[config.mk]
export PLATFORM = sky130hd
export DESIGN_NAME = i8mm_ctrl
export DESIGN_NICKNAME = d
export VERILOG_FILES = /design/src/rtl/i8mm_pkg.sv /design/src/rtl/i8mm_ctrl.sv
export SDC_FILE = /design/constraint.sdc
export NUM_CORES = 1
export LEC_CHECK = 0
export BUFFER_PORTS_ARGS = -buffer_cell sky130_fd_sc_hd__buf_2
export CELL_PAD_IN_SITES_DETAIL_PLACEMENT = 1
export CELL_PAD_IN_SITES_GLOBAL_PLACEMENT = 2
export CORE_AREA = 4 4 41 43
export CTS_BUF_LIST = sky130_fd_sc_hd__clkbuf_8
export DETAILED_ROUTE_END_ITERATION = 8
export DIE_AREA = 0 0 45 47
export PLACE_DENSITY_LB_ADDON = 0.3
export SLEW_MARGIN = 30
export SYNTH_ARGS = -nofsm -noshare
export SYNTH_HDL_FRONTEND = slang
export SYNTH_SLANG_ARGS = --single-unit
[constraint.sdc]
create_clock -name clk -period 2 [get_ports clk]
set_clock_uncertainty 0.05 [all_clocks]
set_input_delay 0.4 -clock clk [delete_from_list [all_inputs] [get_ports clk]]
set_output_delay 0.4 -clock clk [all_outputs]
set_load 0.1 [all_outputs]
[src/rtl/i8mm_pkg.sv]
// Shared types, constants and field widths for the int8 matrix multiply block.
package i8mm_pkg;

  localparam int DEF_MAX_ROWS  = 64;
  localparam int DEF_MAX_COLS  = 64;
  localparam int DEF_MAX_DEPTH = 256;

  localparam int CMD_W   = 2;
  localparam int ROW_W   = 6;
  localparam int COL_W   = 6;
  localparam int DIDX_W  = 8;
  localparam int ELEM_W  = 8;
  localparam int DOT_W   = 24;
  localparam int DCFG_W  = 9;
  localparam int PROD_W  = 2 * ELEM_W;

  localparam int LANES   = 4;
  localparam int LANE_W  = 2;
  localparam int SUM_W   = PROD_W + LANE_W;

  localparam logic [DCFG_W-1:0] DEPTH_RESET = 9'd256;

  typedef enum logic [CMD_W-1:0] {
    CMD_WR_A    = 2'd0,
    CMD_WR_B    = 2'd1,
    CMD_COMPUTE = 2'd2
  } op_t;

  typedef enum logic [1:0] {
    ST_IDLE,
    ST_RUN,
    ST_DRAIN,
    ST_FINISH
  } state_t;

  typedef struct packed {
    logic wr_a;
    logic wr_b;
    logic start;
    logic issue;
    logic load_out;
  } dp_cmd_t;

  typedef struct packed {
    logic req_empty;
    logic last_word;
    logic pipe_busy;
    logic out_free;
  } dp_status_t;

endpackage

[src/rtl/i8mm_ctrl.sv]
// Controller state machine: decodes transactions and sequences the dot-product walk.
module i8mm_ctrl import i8mm_pkg::*; (
  input  logic             clk,
  input  logic             rst_n,
  input  logic             in_valid,
  input  logic [CMD_W-1:0] in_command,
  output logic             in_stall,
  input  dp_status_t       status,
  output dp_cmd_t          cmd
);

  state_t state_r, state_nxt;

  always_ff @(posedge clk) begin
    if (!rst_n) begin
      state_r <= ST_IDLE;
    end else begin
      state_r <= state_nxt;
    end
  end

  always_comb begin
    state_nxt = state_r;
    cmd       = '0;
    in_stall  = 1'b1;
    case (state_r)
      ST_IDLE: begin
        in_stall = 1'b0;
        if (in_valid) begin
          case (in_command)
            CMD_WR_A: cmd.wr_a = 1'b1;
            CMD_WR_B: cmd.wr_b = 1'b1;
            CMD_COMPUTE: begin
              cmd.start = 1'b1;
              state_nxt = status.req_empty ? ST_FINISH : ST_RUN;
            end
            default: ;
          endcase
        end
      end
      ST_RUN: begin
        cmd.issue = 1'b1;
        if (status.last_word) begin
          state_nxt = ST_DRAIN;
        end
      end
      ST_DRAIN: begin
        if (!status.pipe_busy) begin
          state_nxt = ST_FINISH;
        end
      end
      ST_FINISH: begin
        if (status.out_free) begin
          cmd.load_out = 1'b1;
          state_nxt    = ST_IDLE;
        end
      end
      default: state_nxt = ST_IDLE;
    endcase
  end

endmodule

==> reports/metrics.yaml, run 1 <==
finish:
  drive_gt1_share_pct: 65.9
  fillerInstances: 148
  final_cell_mix: "11 x buf_2, 3 x nand2_1, 3 x ha_1, 3 x clkbuf_8, 3 x buf_12"
  area_growth_pct: 87.0
  largest_reg_flops: 2
  final_common_cell: "buf_2"
  finalNonFillerCells: 59
  nets: 60
  top_regs: "state_r: 2 flops"
  n_antenna_cell: 0
  regMostFlops: "state_r"
  post-route-cell-area_sq_um: 487
pwr:
  power.leakage_nw: 0.231
  switchingPower_mw: 0.493
  p_clk_share_pct: 17.5
  p_sw_share_pct: 55.4
  internal-power_mw: 0.397
  powerDensity_nw_per_um2: 1830
  vdd_ir_drop_max_mv: 0.589
  pwr-share-comb_pct: 72.8
  seq_power_share_pct: 9.7
run_status:
  status: "complete, no violations"
timing:
  final.min_clock_period_ns: 1.82
  grt_setup_unrepaired: "no"
  max_freq_mhz: 549
  setup_viol_count_final: 0
  slew_headroom_pct: 67.8
  tns_ns: 0
  hold_viol: 0
  worstMarginPinSlew_ns: 0.486
  final_max_slew_viol_count: 0
  fin_crit_sh_pct: 91.0
synth:
  synth.area.top_cells: "ha_1 24%, dfxtp_1 15%, a2111oi_4 11%, mux2i_1 7.7%, nand3b_4 7.7%"
  yosysTopAreaCell: "ha_1"
  yosys_warnings: 0
  synthMuxAreaShare_pct: 12.0
  synth_fa_ha_area_share_pct: 24.0
  synth-simple-area-share_pct: 31.7
  synth_cell_types: 14
  synth_fp_nets: 41
  syn_avg_cell_area_sq_um: 9.64
  synth_compound_area_share_pct: 12.5
  seq_area_frac_synth_pct: 15.4
  yosys.area_share.xor_xnor_pct: 0
  synth_top_area_share_pct: 24.0
  synth_top_family_by_area: "simple AND/OR/NAND/NOR gates"
  synthesis.area_sq_um: 260
  synthCells: 27
  ys_ff_latch: 2
detailed_routing:
  ant_nets: 0
  wirelength_um: 685
  avgViaCountPerCell: 4.27
  drtIter0Drc: 0
  drc: 0
  wl_per_cell_um: 11.6
  vias: 252
  dr.pass1.iters: 1
floorplanning:
  rows: 13
  coreArea_sq_um: 1300
  dieArea_sq_um: 2120
  start_util_pct: 20.0
  fp.dieW_um: 45
  die_y_um: 47
  ios: 15
cts:
  cts-root-buf: "clkbuf_8"
  post_cts.repair.setup_buffers: 0
  cts_made_buffers: 3
  hold_buffers: 0
  post_cts_resized: 0
  cts_sinks: 2
  htreeDepth: 1
  clk_latency_ns: 0.21
  clock_path_buffers: 2
  clk_pin_slew_worst_paths_ns: 0.03
  cts_tree: "yes"
critical_path:
  crit_path_start_kind: "flip-flop"
  required_ns: 1.55
  r2r_slack_ns: 0.36
  critical_path_arrival_ns: 1.37
  critPathKind: "flip-flop to output port"
  endpoint_kind: "output port"
  worstPathCellList: "inv_2, ha_4, nand2_2, nor3b_4, buf_12"
  slowest_stage: "dfxtp_1"
  crit_fanout: 4
  slowest_delay_ns: 0.34
global_routing:
  grt_overflow: 0
  grt_usage_pct: 8.04
  grt_pass1_wl_um: 1210
  grt_max_degree: 5
  use_met3_pct: 4.21
  use_met1_pct: 7.69
  grt_pass1_vias: 271
  grt_busiest_layer: "met2"
  met2_usage_pct: 15.3
  antenna_found_initial: 0
placed_design:
  port_buffers: 14
  dp.cells: 56
  place.gp.congestion: 0.747
  dpl.hpwl_um: 603
  place_area_sq_um: 445
flow_run:
  drv_cap: 0
worst_hold_path:
  hold_class: "primary input to flip-flop"
critical path: cells and delay by family (launching register included):
family | cells | cell delay, ns
flops | 1 | 0.34
buf+inv | 2 | 0.31
fa+ha+maj | 1 | 0.16
simple gates | 2 | 0.35
Yosys cell counts:
master,n
ha_1,5
nand2_1,4
inv_1,3
and2_1,2
dfxtp_1,2
mux2i_1,2
nor3b_1,2
a2111oi_4,1
and2b_2,1
mux2_2,1
nand3b_4,1
nor2b_1,1
nor3_1,1
o21ai_0,1
layout make-up:
class | count | area, sq um | share of cell area [%]
multi-input cells | 22 | 260 | 53.5
repair buffers | 14 | 115 | 23.7
clock buffers | 3 | 41.3 | 8.48
flip-flops and latches | 2 | 40.0 | 8.23
well taps | 15 | 18.8 | 3.86
inverters | 3 | 11.3 | 2.31
through the flow:
stage	utilization (%)	hold slack, ns	worst slack [ns]	power, mW
floorplan	-	0.429	0.0104	0.621
CTS	37.4	0.434	0.158	0.905
global placement	34.2	0.450	0.414	0.723
finish	37.4	0.433	0.180	0.890
global route	37.4	0.466	0.107	0.950
detailed placement	34.2	0.482	0.332	0.741
final timing paths:
path	from	end	depth (start not counted)
setup / recovery	state_r[0]	cmd[2]	5
hold / removal	rst_n	state_r[0]	3
setup reg to reg	state_r[1]	state_r[1]	5
hold reg to reg	state_r[0]	state_r[0]	2
logic make-up after synthesis:
family | count (synthesis)
buf+inv | 3
compound gates | 2
simple gates | 12
flops | 2
fa+ha+maj | 5
mux | 3
routing by layer:
layer,vias to the layer above,wire length (um)
li1,125,-
met1,112,260
met2,15,336
met3,0,88
met4,0,0
met5,-,0
power groups by stage:
stage / combinational, mW / sequential, mW / clock, mW
finish: 0.648 / 0.0866 / 0.156
global route: 0.696 / 0.0897 / 0.164
CTS: 0.657 / 0.0873 / 0.160
detailed placement: 0.653 / 0.0878 / 0
global placement: 0.639 / 0.0839 / 0
floorplan: 0.541 / 0.0802 / 0
No activity file was read; power rests on OpenSTA's default activity.
==> run 2: changes to the inputs <==
CORE_AREA = 2 2 39 41   (was 4 4 41 43)
CTS_BUF_LIST = default   (was sky130_fd_sc_hd__clkbuf_8)
DIE_AREA = 0 0 41 43   (was 0 0 45 47)
==> run 2 against run 1 <==
Utilization down 3.5 points. Clock power down 43%. Fmax down 0.83%. Largest power group unchanged. Critical path type unchanged. Setup slack worse by 0.015 ns. Critical path depth unchanged. Sequential cell count unchanged. Non-clock buffer count unchanged.
==> reports/metrics.yaml, run 2 (same netlist as run 1, synthesis figures left out) <==
finish:
  n_antenna_cell: 0
  final_cell_mix: "11 x buf_2, 3 x nand2_1, 3 x ha_1, 3 x clkbuf_4, 3 x buf_12"
  final_common_cell: "buf_2"
  top_regs: "state_r: 2 flops"
  fillerInstances: 154
  largest_reg_flops: 2
  post-route-util_pct: 33.9
  drive_gt1_share_pct: 65.9
  regMostFlops: "state_r"
  area_growth_pct: 80.3
  nets: 60
global_routing:
  grt_usage_pct: 7.91
  grt_pass1_wl_um: 897
  antenna_found_initial: 0
  grt_pass1_vias: 243
  grt_overflow: 0
  grt_max_degree: 5
pwr:
  vdd_ir_drop_max_mv: 0.518
  internal-power_mw: 0.335
  power.leakage_nw: 0.223
  pwr-share-comb_pct: 78.7
  powerDensity_nw_per_um2: 1730
  seq_power_share_pct: 10.4
  switchingPower_mw: 0.476
  p_sw_share_pct: 58.7
  p_clk_share_pct: 10.9
critical_path:
  reg2reg_depth: 5
  critPathBufInv: 2
  critical_path_arrival_ns: 1.39
  crit_path_start_kind: "flip-flop"
  endpoint_kind: "output port"
  critPathKind: "flip-flop to output port"
  slowest_stage: "dfxtp_1"
  crit_fanout: 4
  slowest_delay_ns: 0.33
  worstPathCellList: "inv_2, ha_4, nand2_2, nor3b_4, buf_12"
  crit_cells: 5
  required_ns: 1.55
  crit_family: "simple AND/OR/NAND/NOR gates"
cts:
  htreeDepth: 1
  post_cts_resized: 0
  post_cts.repair.setup_buffers: 0
  clock_path_buffers: 2
  clk_latency_ns: 0.22
  clk_pin_slew_worst_paths_ns: 0.03
  cts_sinks: 2
  cts-root-buf: "clkbuf_4"
  cts_tree: "yes"
  cts_made_buffers: 3
  hold_buffers: 0
floorplanning:
  coreArea_sq_um: 1380
  ios: 15
  die_y_um: 43
  rows: 14
  dieArea_sq_um: 1760
  fp.dieW_um: 41
  start_util_pct: 18.8
timing:
  slew_headroom_pct: 68.0
  setup_viol_count_final: 0
  tns_ns: 0
  final_max_slew_viol_count: 0
  worstMarginPinSlew_ns: 0.484
  max_freq_mhz: 545
  hold_viol: 0
  fin_crit_sh_pct: 91.8
  grt_setup_unrepaired: "no"
  final.min_clock_period_ns: 1.84
worst_hold_path:
  hold_class: "primary input to flip-flop"
  whs_path_depth: 3
run_status:
  status: "complete, no violations"
flow_run:
  drv_cap: 0
placed_design:
  port_buffers: 14
  dpl.hpwl_um: 506
  place.gp.congestion: 0.676
detailed_routing:
  drc: 0
  drtIter0Drc: 1
  dr.pass1.iters: 2
  wirelength_um: 580
  avgViaCountPerCell: 4.18
  ant_nets: 0
  vias: 251
  wl_per_cell_um: 9.67
run 2: changes by cell type in the layout (fill, tap and decap cells not counted):
cell	before	now
clkbuf_4	0	3
clkbuf_8	3	0
run 2: path summary, 6_finish.rpt:
| path | from | endpoint | slack (ns) |
|---|---|---|---|
| worst max-delay path | state_r[1] | cmd[2] | 0.16 |
| worst min-delay path | rst_n | state_r[0] | 0.42 |
| worst max register to register | state_r[1] | state_r[1] | 0.40 |
| worst min register to register | state_r[0] | state_r[0] | 0.47 |
run 2: worst register-to-register path, cell delays in order (launching register included):
cell and delay (ns):
dfxtp_1 0.38, inv_2 0.08, ha_2 0.18, and2b_2 0.20, a2111oi_4 0.39, mux2i_1 0.23
run 2: per-stage QoR:
stage	hold WS (ns)	setup slack, ns	instance area (sq um)	power, mW	cells
after floorplan	0.429	0.0104	312	0.621	27
after global placement	0.457	0.413	447	0.727	57
after detailed placement	0.459	0.376	447	0.727	57
after CTS	0.409	0.144	469	0.823	60
after global routing	0.430	0.0658	469	0.866	60
final	0.420	0.164	469	0.812	60
run 2: power groups by stage:
stage / combinational, mW / sequential, mW / clock (mW)
after detailed placement: 0.641 / 0.0860 / 0
after global placement: 0.643 / 0.0841 / 0
final: 0.638 / 0.0845 / 0.0886
after CTS: 0.644 / 0.0853 / 0.0940
after floorplan: 0.541 / 0.0802 / 0
after global routing: 0.683 / 0.0894 / 0.0938
run 2: per-layer routing:
layer / wire (um) / track usage [%]
met1: 251 / 9.24
met2: 271 / 10.9
met3: 57 / 1.57
met4: 0 / 8.00
met5: 0 / 0
run 2: area by class of cell:
class / instances / area, sq um / area share (%)
tap: 16 / 20.0 / 4.27
clock buffer: 3 / 22.5 / 4.80
multi-input combinational: 22 / 260 / 55.5
timing repair buffer: 14 / 115 / 24.5
sequential: 2 / 40.0 / 8.53
inverter: 3 / 11.3 / 2.40
